===== config.mk =====
export PLATFORM = sky130hd
export DESIGN_NAME = multi_led_blink_controller
export DESIGN_NICKNAME = d
export VERILOG_FILES = /design/src/hw/rtl/lbc_pkg.sv /design/src/hw/rtl/lbc_chan_mem.sv /design/src/hw/rtl/lbc_duty_calc.sv /design/src/hw/rtl/multi_led_blink_controller.sv
export SDC_FILE = /design/constraint.sdc
export NUM_CORES = 1
export LEC_CHECK = 0
export BUFFER_PORTS_ARGS = -buffer_cell sky130_fd_sc_hd__buf_4
export CAP_MARGIN = 20
export CORE_MARGIN = 2
export CORE_UTILIZATION = 45
export DETAILED_ROUTE_END_ITERATION = 12
export GPL_ROUTABILITY_DRIVEN = 0
export PLACE_DENSITY = 0.63
export SYNTH_ARGS = -nofsm -noshare
export SYNTH_HDL_FRONTEND = slang
export SYNTH_HIERARCHICAL = 1
export SYNTH_SLANG_ARGS = --single-unit

===== constraint.sdc =====
create_clock -name aclk -period 9.4 [get_ports aclk]
set_input_delay 1.88 -clock aclk [delete_from_list [all_inputs] [get_ports aclk]]
set_output_delay 1.88 -clock aclk [all_outputs]
set_load 0.02 [all_outputs]

===== src/hw/rtl/lbc_pkg.sv =====
`timescale 1ns / 1ps
package lbc_pkg;

    localparam int NUM_LEDS = 4;
    localparam int IDX_W = (NUM_LEDS > 1) ? $clog2(NUM_LEDS) : 1;
    localparam logic [IDX_W-1:0] LAST_CHAN = IDX_W'(NUM_LEDS - 1);

    localparam int CNT_W = 8;
    localparam int TOG_W = 9;
    localparam int DUTY_W = 7;
    localparam int PER_W = 16;
    localparam int PROD_W = DUTY_W + PER_W;

    localparam logic [DUTY_W-1:0] PCT_FULL = DUTY_W'(100);

    // floor(x / 100) == (x * RECIP_K) >> RECIP_S for every x below 100 * 2^16
    localparam int RECIP_S = 30;
    localparam int RECIP_W = 24;
    localparam logic [RECIP_W-1:0] RECIP_K = RECIP_W'(10737419);
    localparam int SCALED_W = PROD_W + RECIP_W;

    localparam int S_DATA_W = 40;
    localparam int M_DATA_W = 8;
    localparam int PIN_W = 4;

    localparam logic OP_TICK = 1'b0;
    localparam logic OP_START = 1'b1;

    typedef struct packed {
        logic [TOG_W-1:0]  toggles_left;
        logic              stop_pending;
        logic [DUTY_W-1:0] chan_duty;
        logic [PER_W-1:0]  chan_period;
        logic [PER_W-1:0]  wait_ticks;
    } chan_rec_t;

    typedef struct packed {
        logic             we;
        logic [IDX_W-1:0] waddr;
        chan_rec_t        wdata;
        logic [IDX_W-1:0] raddr;
    } mem_req_t;

endpackage


===== src/hw/rtl/lbc_chan_mem.sv =====
`timescale 1ns / 1ps
module lbc_chan_mem (
    input  logic              aclk,
    input  lbc_pkg::mem_req_t req,
    output lbc_pkg::chan_rec_t rdata
);
    import lbc_pkg::*;

    chan_rec_t mem [NUM_LEDS];
    chan_rec_t rdata_reg;

    always_ff @(posedge aclk) begin
        if (req.we) begin
            mem[req.waddr] <= req.wdata;
        end
        rdata_reg <= mem[req.raddr];
    end

    assign rdata = rdata_reg;

endmodule


===== src/hw/rtl/lbc_duty_calc.sv =====
`timescale 1ns / 1ps
module lbc_duty_calc (
    input  logic                       aclk,
    input  logic                       load,
    input  logic [lbc_pkg::DUTY_W-1:0] duty,
    input  logic [lbc_pkg::PER_W-1:0]  period,
    output logic [lbc_pkg::PER_W-1:0]  on_time
);
    import lbc_pkg::*;

    logic [PROD_W-1:0]   prod_reg;
    logic [SCALED_W-1:0] scaled_reg;

    always_ff @(posedge aclk) begin
        if (load) begin
            prod_reg <= PROD_W'(duty) * PROD_W'(period);
        end
        scaled_reg <= SCALED_W'(prod_reg) * SCALED_W'(RECIP_K);
    end

    assign on_time = scaled_reg[RECIP_S +: PER_W];

endmodule


===== src/hw/rtl/multi_led_blink_controller.sv =====
`timescale 1ns / 1ps
// A start beat's result is registered and valid in the cycle after its acceptance.
// A tick beat walks the channel records in memory, one at a time: read, then evaluate,
// plus multiply and write-back when the channel toggles (two multiply stages for
// on-time), then a done state. Throughput: one beat at a time; start beats can follow
// every cycle while results are taken; a tick beat holds off new beats until it ends.
// Reset (aresetn low, synchronous): all channels idle, all pins off, no result pending.
module multi_led_blink_controller (
    input  logic                         aclk,
    input  logic                         aresetn,
    input  logic                         s_tvalid,
    output logic                         s_tready,
    // tdata: led_sel[1:0], blink_count[9:2], duty_percent[16:10], period_ticks[32:17]
    input  logic [lbc_pkg::S_DATA_W-1:0] s_tdata,
    // tuser: opcode[0]
    input  logic                         s_tuser,
    output logic                         m_tvalid,
    input  logic                         m_tready,
    // tdata: led_pins[3:0], active_mask[7:4]
    output logic [lbc_pkg::M_DATA_W-1:0] m_tdata
);
    import lbc_pkg::*;

    localparam logic [2:0] ST_IDLE = 3'd0;
    localparam logic [2:0] ST_RD   = 3'd1;
    localparam logic [2:0] ST_EVAL = 3'd2;
    localparam logic [2:0] ST_MUL  = 3'd3;
    localparam logic [2:0] ST_WB   = 3'd4;
    localparam logic [2:0] ST_DONE = 3'd5;

    logic [2:0]          state_reg, state_next;
    logic [IDX_W-1:0]    chan_reg, chan_next;
    logic [NUM_LEDS-1:0] act_reg, act_next;
    logic [NUM_LEDS-1:0] pin_reg, pin_next;
    logic                m_tvalid_reg, m_tvalid_next;
    logic [M_DATA_W-1:0] m_tdata_reg, m_tdata_next;
    chan_rec_t           rec_reg, rec_next;

    mem_req_t           mreq;
    chan_rec_t          rdata;
    logic               calc_load;
    logic [PER_W-1:0]   on_time;

    logic [1:0]        in_idx;
    logic [CNT_W-1:0]  in_count;
    logic [DUTY_W-1:0] in_duty;
    logic [PER_W-1:0]  in_period;
    logic              s_beat;
    logic              idx_ok;
    logic [PER_W-1:0]  left;

    assign in_idx    = s_tdata[1:0];
    assign in_count  = s_tdata[9:2];
    assign in_duty   = s_tdata[16:10];
    assign in_period = s_tdata[32:17];

    assign s_tready = (state_reg == ST_IDLE) && (!m_tvalid_reg || m_tready);
    assign s_beat   = s_tvalid && s_tready;
    assign idx_ok   = 32'(in_idx) < NUM_LEDS;
    assign left     = (rdata.wait_ticks != '0) ? rdata.wait_ticks - PER_W'(1) : '0;

    lbc_chan_mem u_mem (
        .aclk  (aclk),
        .req   (mreq),
        .rdata (rdata)
    );

    lbc_duty_calc u_calc (
        .aclk    (aclk),
        .load    (calc_load),
        .duty    (rec_next.chan_duty),
        .period  (rec_next.chan_period),
        .on_time (on_time)
    );

    function automatic logic [M_DATA_W-1:0] pack_out(
        input logic [NUM_LEDS-1:0] pins,
        input logic [NUM_LEDS-1:0] act
    );
        logic [M_DATA_W-1:0] r;
        r = '0;
        for (int i = 0; i < PIN_W; i++) begin
            if (i < NUM_LEDS) begin
                r[i]         = pins[i];
                r[PIN_W + i] = act[i];
            end
        end
        return r;
    endfunction

    always_comb begin
        state_next    = state_reg;
        chan_next     = chan_reg;
        act_next      = act_reg;
        pin_next      = pin_reg;
        m_tvalid_next = m_tvalid_reg;
        m_tdata_next  = m_tdata_reg;
        rec_next      = rec_reg;
        calc_load     = 1'b0;
        mreq.we       = 1'b0;
        mreq.waddr    = chan_reg;
        mreq.wdata    = rec_reg;
        mreq.raddr    = chan_reg;

        if (m_tvalid_reg && m_tready) begin
            m_tvalid_next = 1'b0;
        end

        case (state_reg)
            ST_IDLE: begin
                if (s_beat) begin
                    if (s_tuser == OP_START) begin
                        if (idx_ok) begin
                            mreq.we                  = 1'b1;
                            mreq.waddr               = IDX_W'(in_idx);
                            mreq.wdata.toggles_left  = {in_count, 1'b0};
                            mreq.wdata.stop_pending  = 1'b0;
                            mreq.wdata.chan_duty     = (in_duty > PCT_FULL) ? PCT_FULL : in_duty;
                            mreq.wdata.chan_period   = in_period;
                            mreq.wdata.wait_ticks    = '0;
                            act_next[IDX_W'(in_idx)] = 1'b1;
                            pin_next[IDX_W'(in_idx)] = 1'b0;
                        end
                        m_tvalid_next = 1'b1;
                        m_tdata_next  = pack_out(pin_next, act_next);
                    end else begin
                        chan_next  = '0;
                        state_next = ST_RD;
                    end
                end
            end
            ST_RD: begin
                state_next = ST_EVAL;
            end
            ST_EVAL: begin
                rec_next   = rdata;
                state_next = (chan_reg == LAST_CHAN) ? ST_DONE : ST_RD;
                chan_next  = (chan_reg == LAST_CHAN) ? chan_reg : chan_reg + IDX_W'(1);
                if (act_reg[chan_reg]) begin
                    if (left != '0) begin
                        mreq.we               = 1'b1;
                        mreq.wdata            = rdata;
                        mreq.wdata.wait_ticks = left;
                    end else if (rdata.stop_pending) begin
                        act_next[chan_reg]    = 1'b0;
                        mreq.we               = 1'b1;
                        mreq.wdata            = rdata;
                        mreq.wdata.wait_ticks = '0;
                    end else begin
                        if (rdata.toggles_left != '0) begin
                            rec_next.toggles_left = rdata.toggles_left - TOG_W'(1);
                            if (rdata.toggles_left == TOG_W'(1)) begin
                                rec_next.stop_pending = 1'b1;
                            end
                        end
                        pin_next[chan_reg] = !pin_reg[chan_reg];
                        calc_load          = 1'b1;
                        chan_next          = chan_reg;
                        state_next         = ST_MUL;
                    end
                end
            end
            ST_MUL: begin
                state_next = ST_WB;
            end
            ST_WB: begin
                mreq.we               = 1'b1;
                mreq.wdata.wait_ticks = pin_reg[chan_reg] ? on_time
                                                          : rec_reg.chan_period - on_time;
                state_next = (chan_reg == LAST_CHAN) ? ST_DONE : ST_RD;
                chan_next  = (chan_reg == LAST_CHAN) ? chan_reg : chan_reg + IDX_W'(1);
            end
            ST_DONE: begin
                m_tvalid_next = 1'b1;
                m_tdata_next  = pack_out(pin_reg, act_reg);
                state_next    = ST_IDLE;
            end
            default: begin
                state_next = ST_IDLE;
            end
        endcase
    end

    always_ff @(posedge aclk) begin
        if (!aresetn) begin
            state_reg    <= ST_IDLE;
            chan_reg     <= '0;
            act_reg      <= '0;
            pin_reg      <= '0;
            m_tvalid_reg <= 1'b0;
        end else begin
            state_reg    <= state_next;
            chan_reg     <= chan_next;
            act_reg      <= act_next;
            pin_reg      <= pin_next;
            m_tvalid_reg <= m_tvalid_next;
        end
        m_tdata_reg <= m_tdata_next;
        rec_reg     <= rec_next;
    end

    assign m_tvalid = m_tvalid_reg;
    assign m_tdata  = m_tdata_reg;

endmodule

==> metrics <==
initial antenna violation count=0; final max-slew violation count=0; Tmin final=7.270 ns; status=completed; Via-to-Cell Ratio=approximately 5.3; CP max FO=35; sum of negative setup slack=0 ns; TritonCTS Sinks=355; Hold Path Depth=0; unrepaired setup endpoints after global routing=no; Hold Path End=rec_reg[13]; Hold Vio Cnt, Final=0; sequential share of the synthesized area=0.3620; Yosys cell types=71; CTS clk-pin slew, worst paths=~0.060 ns; Total GRT Usage=0.2027; vias in the first global route=roughly 18000; Setup CP Type=reg2reg; Syn Std Cell Area=roughly 0.027 mm²; clock insertion delay at the later pin of the skew report=about 0.55 ns; syn_area_per_cell=11.67 µm²; Ant. Diodes=0; detailed-placement wirelength estimate=44770 µm; Num CTS Buffers=38; CTS root buffer=clkbuf_16; Worst Skew=0.02243 ns; remaining antenna violation count=0; area leader, netlist=edfxtp_1; Crit. End Element=flip-flop; Die Width=around 250 µm; Initial Util=0.4529; setup violators final=0; die height=roughly 250 µm; Overflow after GRT=0; most common cell after layout, fill and taps aside=inv_1; WP data required=approximately 9.7 ns; drt drc=0; RR Startpoint=state_reg[1]; wirelength, routed=between 50000 and 60000 µm; CTS H-tree lvls=2; IO buf count=47; largest net degree at the start of global routing=55; DR WL/cell=18.81 µm; CTS-repair resized insts=0; area grow syn2layout=8.983%; Max-cap violations=0; via count=16740; Power Dens Cells=~170 mW/mm²; #FFs+latches synth=around 360; layout cell share with drive strength beyond 1=0.08305; EDFF count, synth=253; max FFs per register=196; Mapped Nets=2895; Slew @ Worst Pin=1.014 ns; most area-consuming cells after synthesis=edfxtp_1 (29%), fa_1 (20%), ha_1 (14%), dfxtp_1 (7.7%), inv_1 (6.1%); Most used DFF post-synth=edfxtp_1; Std-Cell Rows=89; area of the multi-input gates=around 0.015 mm²; io pins=55; RR Endpoint=u_calc/prod_reg[21]; register-to-register setup slack=about 2.1 ns; final worst path period share=0.7734; pre-CTS WS=2.173 ns; Worst slew margin=0.3239; Cells after Synth=2282; share of the synthesized area in the top cell type=0.2853; Leakage=between 10 and 15 nW; CTS tree=done; fillcell total=between 5000 and 6000; DR iter-0 viols=1091; fmax=0.1375 GHz; Die Area=roughly 0.061 mm²; number of cells on the worst reg-to-reg path=20; CORE AREA=0.05880 mm²; nets=slightly below 3000; fraction of registers with async set/reset=0; hold_buf cts=0; CP Launch Type=flip-flop; DRT Pass-1 Iters=6; setup repair bufs after CTS=0; Hold Crit Class=reg2reg; maximum VDD drop=0.1641 mV; yosys warns=6; Setup WS post-layout=2.130 ns; first-pass GRT wire length=96340 µm; clock tree buffer depth=3; register area=just under 0.01 mm²; critical path arrival=7.56 ns; most used cells in the layout excluding fill and tap cells=inv_1 (433), ha_1 (304), fa_1 (264), edfxtp_1 (253), nand2_1 (238); hold path start=u_mem/rdata[13]; Pwr Total=0.005010 W
[cells by family after synthesis]
kind of cell    share of synthesized area
fa+ha+maj                          0.3413
simple gates                      0.08476
xor+xnor                          0.02269
compound gates                    0.07207
flops                              0.3620
mux                               0.04567
buf+inv                           0.07156
[metrics by stage]
stage	area, µm²	std cells	hold slack [ns]	utilization
after detailed placement	27800	3064	0.5103	0.4728
after global placement	27790	3063	0.5010	0.4727
after floorplan	26630	2282	0.4029	-
after global routing	29020	3133	0.5337	0.4936
after CTS	29020	3133	0.5297	0.4936
final	29020	3133	0.5301	0.4936
[worst max path at each step]
stage / endpoint / cells past startpoint / start / slack, ns
6_report: u_calc/prod_reg[21] / 20 / state_reg[1] / 2.13
2_1_floorplan: u_mem/mem[0][0] / 6 / m_tready / 2.43
4_1_cts: u_calc/prod_reg[21] / 20 / state_reg[1] / 2.15
3_3_place_gp: u_calc/prod_reg[21] / 20 / state_reg[1] / 2.25
3_5_place_dp: u_calc/prod_reg[21] / 20 / state_reg[1] / 2.17
5_1_grt: u_calc/prod_reg[22] / 19 / state_reg[1] / 1.76
[synth_stat cells (all sizes together), types with 24 or more instances]
| cell | instances |
|---|---|
| nor2 | 52 |
| and2 | 57 |
| xor2 | 24 |
| a21oi | 83 |
| edfxtp | 253 |
| mux4 | 51 |
| xnor2 | 45 |
| ha | 304 |
| dfxtp | 102 |
| inv | 434 |
| nor3 | 24 |
| o21ai | 49 |
| fa | 264 |
| nand2 | 238 |
| a221o | 45 |
| clkbuf | 32 |
[critical path: stages, from the launching register on]
cell,delay (ns)
dfxtp_1,0.98
nand2_1,0.42
inv_2,0.68
buf_4,0.45
nand2_1,0.10
nand2_1,0.27
nand2_1,0.13
fa_1,0.53
inv_1,0.05
fa_1,0.46
fa_1,0.52
fa_1,0.50
ha_1,0.40
a21o_1,0.19
a21oi_1,0.20
o211ai_1,0.12
a31oi_1,0.19
a211o_1,0.16
nand2b_1,0.10
a311o_1,0.39
xor2_1,0.14
[power breakdown]
part | internal (W) | switching, W
sequential | 0.00187 | 0.0000820
clock | 0.000859 | 0.000606
combinational | 0.000643 | 0.000950
total | 0.00337 | 0.00164
[layout make-up]
cell class | count | share of cell area
Sequential cell | 355 | 0.3323
Clock inverter | 14 | 0.005001
Inverter | 434 | 0.05613
Tap cell | 773 | 0.03332
Timing Repair Buffer | 60 | 0.01552
Clock buffer | 55 | 0.03708
Multi-Input combinational cell | 1442 | 0.5206
[layer usage]
layer  global-route usage  share of wire  vias up
met2               0.3300           0.47      442
li1                     -              -     7850
met3              0.03245          0.055       76
met5                    0              0        -
met1               0.2822           0.46     8371
met4              0.05460          0.023        0
Note: power is estimated with default switching activity, not from simulation.
